## src/hdl/keyed_min_table_topn_macros.svh

```systemverilog
// Assertion macros used by the top level of the keyed minimum table.
// Depends on nothing; each macro expects signals clk and rst_n in scope.
`ifndef KEYED_MIN_TABLE_TOPN_MACROS_SVH
`define KEYED_MIN_TABLE_TOPN_MACROS_SVH

`define KMT_ASSERT_IMP(lbl, ante, cons, msg) \
  lbl: assert property (@(posedge clk) disable iff (!rst_n) (ante) |-> (cons)) else $error(msg);

`define KMT_ASSERT_NXT(lbl, ante, cons, msg) \
  lbl: assert property (@(posedge clk) disable iff (!rst_n) (ante) |=> (cons)) else $error(msg);

`endif

```

## src/hdl/kmt_pkg.sv

```systemverilog
// Package of the keyed minimum table: word types, sizes and codes.
// Depends on nothing.
package kmt_pkg;

  localparam int KMT_CAPACITY   = 16;
  localparam int KMT_DATA_WIDTH = 64;
  localparam int FIELD_W        = 64;
  localparam int LIMIT_W        = 6;

  localparam logic CFG_KEY_LIMIT  = 1'b0;
  localparam logic CFG_DESCENDING = 1'b1;

  typedef struct packed {
    logic               op;
    logic [FIELD_W-1:0] value;
    logic               value_null;
    logic               condition;
    logic               condition_null;
    logic [FIELD_W-1:0] category;
    logic               category_null;
  } in_word_t;

  typedef struct packed {
    logic               entry_valid;
    logic [FIELD_W-1:0] entry_key;
    logic [FIELD_W-1:0] min_value;
    logic               overflowed;
    logic               last;
  } out_word_t;

  typedef enum logic [6:0] {
    S_IDLE  = 7'b0000001,
    S_SRCH  = 7'b0000010,
    S_SHIFT = 7'b0000100,
    S_INS   = 7'b0001000,
    S_EVCHK = 7'b0010000,
    S_EMIT  = 7'b0100000,
    S_SPARE = 7'b1000000
  } state_t;

endpackage

```

## src/hdl/kmt_ram.sv

```systemverilog
// Generic single-write, single-read RAM with registered read data.
// Depends on nothing.
module kmt_ram #(
  parameter int WIDTH = 8,
  parameter int DEPTH = 16
) (
  input  logic                                 clk,
  input  logic                                 we,
  input  logic [(DEPTH > 1 ? $clog2(DEPTH) : 1)-1:0] waddr,
  input  logic [WIDTH-1:0]                     wdata,
  input  logic                                 re,
  input  logic [(DEPTH > 1 ? $clog2(DEPTH) : 1)-1:0] raddr,
  output logic [WIDTH-1:0]                     rdata
);

  logic [WIDTH-1:0] mem [DEPTH];

  always_ff @(posedge clk) begin
    if (we) begin
      mem[waddr] <= wdata;
    end
    if (re) begin
      rdata <= mem[raddr];
    end
  end

endmodule

```

## src/hdl/keyed_min_table_topn.sv

```systemverilog
// Top level of the keyed minimum table: sorted key table with minimum per key.
// Depends on kmt_pkg, kmt_ram and keyed_min_table_topn_macros.svh.
//
//   channel | direction | handshake        | word
//   in      | input     | in_valid/ready   | in_data (in_word_t)
//   out     | output    | out_valid/ready  | out_data (out_word_t)
//   cfg     | input     | cfg_we           | cfg_index, cfg_wdata
//
// An update runs in steps from acceptance: the search reads one entry a cycle, the
// shift moves one entry a cycle, and then the insert and the limit check follow.
// An eviction adds a shift that drops the smallest entry. An emit reads the entries
// in turn and waits on any output stall; the output register holds each word.
// Reset is synchronous and empties the table at once through the entry count.
module keyed_min_table_topn
  import kmt_pkg::*;
#(
  parameter int CAPACITY   = KMT_CAPACITY,
  parameter int DATA_WIDTH = KMT_DATA_WIDTH
) (
  input  logic               clk,
  input  logic               rst_n,
  input  logic               in_valid,
  output logic               in_ready,
  input  in_word_t           in_data,
  output logic               out_valid,
  input  logic               out_ready,
  output out_word_t          out_data,
  input  logic               cfg_we,
  input  logic               cfg_index,
  input  logic [LIMIT_W-1:0] cfg_wdata
);

`include "keyed_min_table_topn_macros.svh"

  localparam int AW = (CAPACITY > 1) ? $clog2(CAPACITY) : 1;
  localparam int CW = $clog2(CAPACITY + 1);
  localparam int RW = 2 * DATA_WIDTH;

  state_t                  state_r, state_nxt;
  logic [CW-1:0]           cnt_r, cnt_nxt;
  logic [CW-1:0]           p_r, p_nxt;
  logic [CW-1:0]           src_r, src_nxt;
  logic [CW-1:0]           rem_r, rem_nxt;
  logic [CW-1:0]           orem_r, orem_nxt;
  logic [AW-1:0]           last_r, last_nxt;
  logic [AW-1:0]           ins_r, ins_nxt;
  logic                    rdv_r, rdv_nxt;
  logic                    up_r, up_nxt;
  logic                    insf_r, insf_nxt;
  logic                    evc_r, evc_nxt;
  logic                    ovf_r, ovf_nxt;
  logic [DATA_WIDTH-1:0]   key_r, key_nxt;
  logic [DATA_WIDTH-1:0]   val_r, val_nxt;
  logic [LIMIT_W-1:0]      lim_r;
  logic                    desc_r;
  logic                    out_valid_r, out_valid_nxt;
  out_word_t               out_data_r, out_data_nxt;

  logic                    ram_we, ram_re;
  logic [AW-1:0]           ram_waddr, ram_raddr;
  logic [RW-1:0]           ram_wdata, ram_rdata;
  logic [DATA_WIDTH-1:0]   q_key, q_min;
  logic                    lim_act, lim_fits, over_lim, nf, free, loadnow;

  kmt_ram #(.WIDTH(RW), .DEPTH(CAPACITY)) u_ram (
    .clk   (clk),
    .we    (ram_we),
    .waddr (ram_waddr),
    .wdata (ram_wdata),
    .re    (ram_re),
    .raddr (ram_raddr),
    .rdata (ram_rdata)
  );

  assign q_key    = ram_rdata[RW-1:DATA_WIDTH];
  assign q_min    = ram_rdata[DATA_WIDTH-1:0];
  assign lim_act  = !lim_r[LIMIT_W-1];
  assign lim_fits = 32'(lim_r[LIMIT_W-2:0]) <= 32'(CAPACITY);
  assign over_lim = lim_act && (32'(cnt_r) > 32'(lim_r[LIMIT_W-2:0]));
  assign free     = !out_valid_r || out_ready;
  assign loadnow  = rdv_r && free;

  assign in_ready  = (state_r == S_IDLE);
  assign out_valid = out_valid_r;
  assign out_data  = out_data_r;

  always_comb begin
    state_nxt     = state_r;
    cnt_nxt       = cnt_r;
    p_nxt         = p_r;
    src_nxt       = src_r;
    rem_nxt       = rem_r;
    orem_nxt      = orem_r;
    last_nxt      = last_r;
    ins_nxt       = ins_r;
    rdv_nxt       = rdv_r;
    up_nxt        = up_r;
    insf_nxt      = insf_r;
    evc_nxt       = evc_r;
    ovf_nxt       = ovf_r;
    key_nxt       = key_r;
    val_nxt       = val_r;
    out_valid_nxt = out_valid_r && !out_ready;
    out_data_nxt  = out_data_r;
    ram_we        = 1'b0;
    ram_waddr     = '0;
    ram_wdata     = '0;
    ram_re        = 1'b0;
    ram_raddr     = '0;
    nf            = 1'b0;
    unique case (state_r)
      S_IDLE: begin
        if (in_valid) begin
          key_nxt = in_data.category[DATA_WIDTH-1:0];
          val_nxt = in_data.value[DATA_WIDTH-1:0];
          rdv_nxt = 1'b0;
          if (in_data.op) begin
            rem_nxt   = cnt_r;
            orem_nxt  = cnt_r;
            up_nxt    = !desc_r;
            src_nxt   = desc_r ? cnt_r - CW'(1) : '0;
            state_nxt = S_EMIT;
          end else if (in_data.condition && !in_data.condition_null) begin
            p_nxt = '0;
            if (in_data.value_null || in_data.category_null) begin
              state_nxt = S_EVCHK;
            end else begin
              state_nxt = S_SRCH;
            end
          end
        end
      end
      S_SRCH: begin
        if (p_r == cnt_r) begin
          nf = 1'b1;
        end else if (!rdv_r) begin
          ram_re    = 1'b1;
          ram_raddr = p_r[AW-1:0];
          rdv_nxt   = 1'b1;
        end else if ($signed(q_key) < $signed(key_r)) begin
          p_nxt = p_r + CW'(1);
          if (p_r + CW'(1) < cnt_r) begin
            ram_re    = 1'b1;
            ram_raddr = AW'(p_r + CW'(1));
          end else begin
            rdv_nxt = 1'b0;
          end
        end else if (q_key == key_r) begin
          rdv_nxt = 1'b0;
          if ($signed(val_r) < $signed(q_min)) begin
            ram_we    = 1'b1;
            ram_waddr = p_r[AW-1:0];
            ram_wdata = {key_r, val_r};
          end
          state_nxt = S_EVCHK;
        end else begin
          nf = 1'b1;
        end
      end
      S_SHIFT: begin
        if (rdv_r) begin
          ram_we    = 1'b1;
          ram_waddr = up_r ? last_r + AW'(1) : last_r - AW'(1);
          ram_wdata = ram_rdata;
        end
        if (rem_r != '0) begin
          ram_re    = 1'b1;
          ram_raddr = src_r[AW-1:0];
          last_nxt  = src_r[AW-1:0];
          src_nxt   = up_r ? src_r - CW'(1) : src_r + CW'(1);
          rem_nxt   = rem_r - CW'(1);
          rdv_nxt   = 1'b1;
        end else begin
          rdv_nxt = 1'b0;
          if (!rdv_r) begin
            state_nxt = insf_r ? S_INS : S_IDLE;
          end
        end
      end
      S_INS: begin
        ram_we    = 1'b1;
        ram_waddr = ins_r;
        ram_wdata = {key_r, val_r};
        state_nxt = evc_r ? S_EVCHK : S_IDLE;
      end
      S_EVCHK: begin
        if (over_lim && cnt_r != '0) begin
          cnt_nxt   = cnt_r - CW'(1);
          up_nxt    = 1'b0;
          src_nxt   = CW'(1);
          rem_nxt   = cnt_r - CW'(1);
          insf_nxt  = 1'b0;
          rdv_nxt   = 1'b0;
          state_nxt = S_SHIFT;
        end else begin
          state_nxt = S_IDLE;
        end
      end
      S_EMIT: begin
        if (cnt_r == '0) begin
          if (free) begin
            out_valid_nxt = 1'b1;
            out_data_nxt  = '{entry_valid: 1'b0, entry_key: '0, min_value: '0,
                              overflowed: ovf_r, last: 1'b1};
            ovf_nxt       = 1'b0;
            state_nxt     = S_IDLE;
          end
        end else begin
          if (loadnow) begin
            out_valid_nxt = 1'b1;
            out_data_nxt  = '{entry_valid: 1'b1,
                              entry_key: FIELD_W'($signed(q_key)),
                              min_value: FIELD_W'($signed(q_min)),
                              overflowed: ovf_r, last: orem_r == CW'(1)};
            orem_nxt      = orem_r - CW'(1);
            rdv_nxt       = 1'b0;
            if (orem_r == CW'(1)) begin
              cnt_nxt   = '0;
              ovf_nxt   = 1'b0;
              state_nxt = S_IDLE;
            end
          end
          if (rem_r != '0 && (!rdv_r || loadnow)) begin
            ram_re    = 1'b1;
            ram_raddr = src_r[AW-1:0];
            src_nxt   = up_r ? src_r + CW'(1) : src_r - CW'(1);
            rem_nxt   = rem_r - CW'(1);
            rdv_nxt   = 1'b1;
          end
        end
      end
      default: begin
        state_nxt = S_IDLE;
      end
    endcase
    if (nf) begin
      rdv_nxt = 1'b0;
      if (cnt_r < CW'(CAPACITY)) begin
        up_nxt    = 1'b1;
        src_nxt   = cnt_r - CW'(1);
        rem_nxt   = cnt_r - p_r;
        ins_nxt   = p_r[AW-1:0];
        insf_nxt  = 1'b1;
        evc_nxt   = 1'b1;
        cnt_nxt   = cnt_r + CW'(1);
        state_nxt = S_SHIFT;
      end else if (lim_act && lim_fits) begin
        if (p_r != '0) begin
          up_nxt    = 1'b0;
          src_nxt   = CW'(1);
          rem_nxt   = p_r - CW'(1);
          ins_nxt   = AW'(p_r - CW'(1));
          insf_nxt  = 1'b1;
          evc_nxt   = 1'b0;
          state_nxt = S_SHIFT;
        end else begin
          state_nxt = S_IDLE;
        end
      end else begin
        ovf_nxt   = 1'b1;
        state_nxt = S_EVCHK;
      end
    end
  end

  always_ff @(posedge clk) begin
    if (!rst_n) begin
      state_r     <= S_IDLE;
      cnt_r       <= '0;
      rdv_r       <= 1'b0;
      ovf_r       <= 1'b0;
      out_valid_r <= 1'b0;
      lim_r       <= '1;
      desc_r      <= 1'b0;
    end else begin
      state_r     <= state_nxt;
      cnt_r       <= cnt_nxt;
      rdv_r       <= rdv_nxt;
      ovf_r       <= ovf_nxt;
      out_valid_r <= out_valid_nxt;
      if (cfg_we) begin
        unique case (cfg_index)
          CFG_KEY_LIMIT:  lim_r  <= cfg_wdata;
          CFG_DESCENDING: desc_r <= cfg_wdata[0];
          default: ;
        endcase
      end
    end
  end

  always_ff @(posedge clk) begin
    p_r        <= p_nxt;
    src_r      <= src_nxt;
    rem_r      <= rem_nxt;
    orem_r     <= orem_nxt;
    last_r     <= last_nxt;
    ins_r      <= ins_nxt;
    up_r       <= up_nxt;
    insf_r     <= insf_nxt;
    evc_r      <= evc_nxt;
    key_r      <= key_nxt;
    val_r      <= val_nxt;
    out_data_r <= out_data_nxt;
  end

  `KMT_ASSERT_IMP(a_cnt_bound, 1'b1, 32'(cnt_r) <= 32'(CAPACITY), "entry count above capacity")
  `KMT_ASSERT_IMP(a_idle_no_write, state_r == S_IDLE, !ram_we, "table written while idle")
  `KMT_ASSERT_NXT(a_emit_start, in_valid && in_ready && in_data.op, state_r == S_EMIT,
                  "emit word did not start an emit")

endmodule

```

## config.mk

```make
export PLATFORM = sky130hd
export DESIGN_NAME = keyed_min_table_topn
export DESIGN_NICKNAME = d
export VERILOG_FILES = /design/src/hdl/kmt_pkg.sv /design/src/hdl/kmt_ram.sv /design/src/hdl/keyed_min_table_topn.sv
export VERILOG_INCLUDE_DIRS = /design/src /design/src/hdl
export SDC_FILE = /design/constraint.sdc
export NUM_CORES = 2
export LEC_CHECK = 0
export BUFFER_PORTS_ARGS = -buffer_cell sky130_fd_sc_hd__buf_2
export CORE_AREA = 2 2 423 593
export DETAILED_ROUTE_END_ITERATION = 12
export DIE_AREA = 0 0 425 595
export MAX_ROUTING_LAYER = met4
export PLACE_DENSITY_LB_ADDON = 0.2
export SYNTH_ARGS = -nofsm -noshare
export SYNTH_HDL_FRONTEND = slang
export SYNTH_HIERARCHICAL = 1
export SYNTH_SLANG_ARGS = --single-unit
```

## constraint.sdc

```tcl
create_clock -name clk -period 18.4 [get_ports clk]
set_input_delay 0.92 -clock clk [delete_from_list [all_inputs] [get_ports clk]]
set_output_delay 0.92 -clock clk [all_outputs]
set_load 0.05 [all_outputs]
```

==> impl_metrics.tcl <==
set metrics [dict create \
    cts.sink_count 2486 \
    dr.pass1.iters 8 \
    grt_use_met3_pct 2.71 \
    gr-usage-met1_pct 28.6 \
    core_mm2 0.248 \
    grt.overflow.total 0 \
    cts_setup_buffers 0 \
    root_buffer "clkbuf_16" \
    num_rows 217 \
    synth_area_mm2 0.0987 \
    vias_per_cell 5.67 \
    path_depth 14 \
    final_util_pct 45.1 \
    yosysSeqAreaShare_pct 75.3 \
    synth_area_leaders "edfxtp_1 (75%), mux4_2 (11%), a22oi_1 (2.7%), ha_1 (1.9%), mux2i_1 (0.93%)" \
    crit_top_cell "buf_4" \
    routed_wl_mm 264 \
    numPortBuffers 277 \
    slew_violations 0 \
    dr_total_vias 50900 \
    hold_viol 0 \
    area_growth_pct 13.3 \
    routedWlPerCell_um 29.4 \
    cap_violations 0 \
    antenna_found_initial 20 \
    synth_area_per_cell_um2 19.4 \
    report.power.total_uw 11600 \
    synth_edf_count 2454 \
    p_sw_uw 2570 \
    clock_skew_ps 54.0 \
    r2r_setup_slack_ps 9900 \
    cp.required_ps 18880 \
    setup_viol 0 \
    fin_nets 5802 \
    ctsHoldBuffers 0 \
    worstSetupPathType "flop to flop" \
    cp-end-kind "flop" \
    max_stage_delay_ps 1020 \
    pwr-share-seq_pct 54.4 \
    grt_pass1_wl_mm 380 \
    ys_types 77 \
    intPower_uw 9060 \
    worstHoldPathType "input port to flop" \
    clk_path_buf_depth 4 \
    grt_max_degree 129 \
    first_iter_violations 5436 \
    cp.arrival_ps 8980 \
    yosysWarningCount 6 \
    cp-start-kind "flop" \
    clkLatencyLatePin_ps 890 \
    die_area_mm2 0.253 \
    die_y_um 595 \
    status "completed" \
    switching_share_pct 22.1 \
    syn_inst 5097 \
    synth_top_cell_by_area "edfxtp_1" \
    fmax_mhz 118 \
    die_x_um 425 \
    ant_nets 0 \
    rsz0062_at_grt "false" \
    power.leakage_uw 0.0415 \
    dpl.hpwl_mm 144 \
    dp.cells 8548 \
    drc 0 \
    synth_nets 5396 \
    grt_pass1_vias 52900 \
    cts_tree "done" \
    vdd_drop_max_uv 75.3 \
    grt_usage_pct 21.3 \
    start_util_pct 39.8 \
    critical_path.top_delay_family "simple AND/OR/NAND/NOR gates" \
    clock_power_share_pct 41.2 \
    crit_chain "ha_1 > nand3_1 > nor4_2 > nand4_1 > a31oi_1 > or4_1 > nand4_1 > a2111o_2 > o21ai_2 > nand2b_1 > nor2_4 > buf_4 > buf_4 > buf_4" \
    tns_ps 0 \
    crit_fanout 44 \
    worstMarginPinSlew_ps 1400 \
    gp_congestion 0.815 \
    grt-busiest-layer "met2" \
    crit_buf_inv 3 \
    pin_count 278 \
    slew_headroom_pct 5.86 \
    ys.flop_type "edfxtp_1" \
    r2r_cells 14 \
    slowest_stage "a31oi_1" \
    async_flop_share_pct 0 \
    ys_seq_elements 2486 \
    numCtsBuffers 238 \
    synth_top_area_share_pct 74.7 \
    whs_ps 205 \
    met2_usage_pct 35.0 \
    comb_power_share_pct 4.4 \
    whs_path_depth 1 \
    htree_levels 4 \
    fin_crit_sh_pct 46.2 \
    synth_common_cells "edfxtp_1 (2454), mux4_2 (476), a22oi_1 (354)" \
    yosysMostFrequentCell "edfxtp_1" \
    drive_above_1_share_pct 23.6 \
    instances_no_fill 8979 \
    path_clk_slew_ps 70 \
    post-route-min-period_ps 8500 \
    p_per_area_mw_per_mm2 104 \
    cts_resized 0 \
]
[final timing paths]
kind | start | to
setup / recovery | u_ram/rdata[113]$_DFFE_PP_ | u_ram/mem[6][93]$_DFFE_PP_
hold / removal | in_data[74] | val_r[6]$_DFFE_PP_
setup reg to reg | u_ram/rdata[113]$_DFFE_PP_ | u_ram/mem[6][93]$_DFFE_PP_
hold reg to reg | insf_r$_DFF_P_ | state_r[3]$_SDFFE_PN0P_
[kinds of logic (layout without fill, tap and decap cells)]
group / count (synthesis) / in the layout / synth area share, %
AOI/OAI and AO/OA: 805 / 805 / 5.77
xor gates and xnor gates: 29 / 29 / 0.257
other: 0 / 9 / 0
and+or+nand+nor: 564 / 564 / 2.72
buffers and inverters: 490 / 1078 / 2.18
adders and majority gates: 154 / 154 / 1.97
DFF: 2486 / 2486 / 75.3
muxes: 569 / 569 / 11.8
[metal layers]
layer | wire length, um | share of wire (%) | up-vias
li1 | - | - | 21600
met1 | 112000 | 42 | 27400
met2 | 132000 | 50 | 1556
met3 | 14900 | 5.6 | 352
met4 | 5360 | 2.0 | 0
met5 | 0 | 0 | -
[area by class of cell]
class / instances / area [um^2]
diodes: 9 / 22.5
clock buffers: 286 / 6200
clock inverters: 136 / 1200
fillers: 21300 / 136000
inverters: 233 / 876
multi-input cells: 2121 / 22500
flip-flops and latches: 2486 / 74300
well taps: 3285 / 4110
repair buffers: 423 / 2650
[flip-flops by register name (all words and copies together), names as in the netlist, 4 cells and up]
name         count
u_ram/mem     2048
rem_r            5
lim_r            6
key_r           64
src_r            4
val_r           64
last_r           4
cnt_r            5
ins_r            4
p_r              5
u_ram/rdata    128
state_r          6
out_data       131
orem_r           5
[placed cells by master (no fill, tap or decap), types with 38 or more instances in the layout]
| master | count |
|---|---|
| o21ai_2 | 70 |
| a21oi_1 | 88 |
| clkbuf_16 | 241 |
| inv_1 | 229 |
| clkbuf_1 | 45 |
| buf_2 | 277 |
| edfxtp_1 | 2454 |
| o21ai_0 | 91 |
| nor2_1 | 131 |
| and2_1 | 68 |
| nand3_1 | 38 |
| clkinv_1 | 57 |
| clkinv_2 | 40 |
| ha_1 | 152 |
| mux2i_1 | 92 |
| mux4_2 | 476 |
| a22oi_1 | 354 |
| nand2_1 | 178 |
| buf_4 | 133 |
[worst register-to-register path, stage by stage, from the launching register on]
cell and delay [ps]:
edfxtp_1 430, ha_1 340, nand3_1 120, nor4_2 760, nand4_1 620, a31oi_1 1030, or4_1 460, nand4_1 170
a2111o_2 760, o21ai_2 440, nand2b_1 320, nor2_4 150, buf_4 730, buf_4 860, buf_4 880
[power groups by stage]
stage / Combinational, uW / Clock, uW / Sequential [uW]
final: 514 / 4790 / 6330
after global routing: 573 / 5100 / 6340
after CTS: 527 / 4900 / 6330
after detailed placement: 523 / 0 / 6450
after global placement: 518 / 0 / 6450
after floorplan: 307 / 0 / 6450
[metrics by stage]
step | cell area [um^2] | worst slack [ps]
after floorplan | 98700 | 5670
after detailed placement | 104000 | 9970
after global placement | 104000 | 10080
after CTS | 112000 | 9940
final | 112000 | 9900
after global routing | 112000 | 9570
No activity file was read; power rests on OpenSTA's default activity.
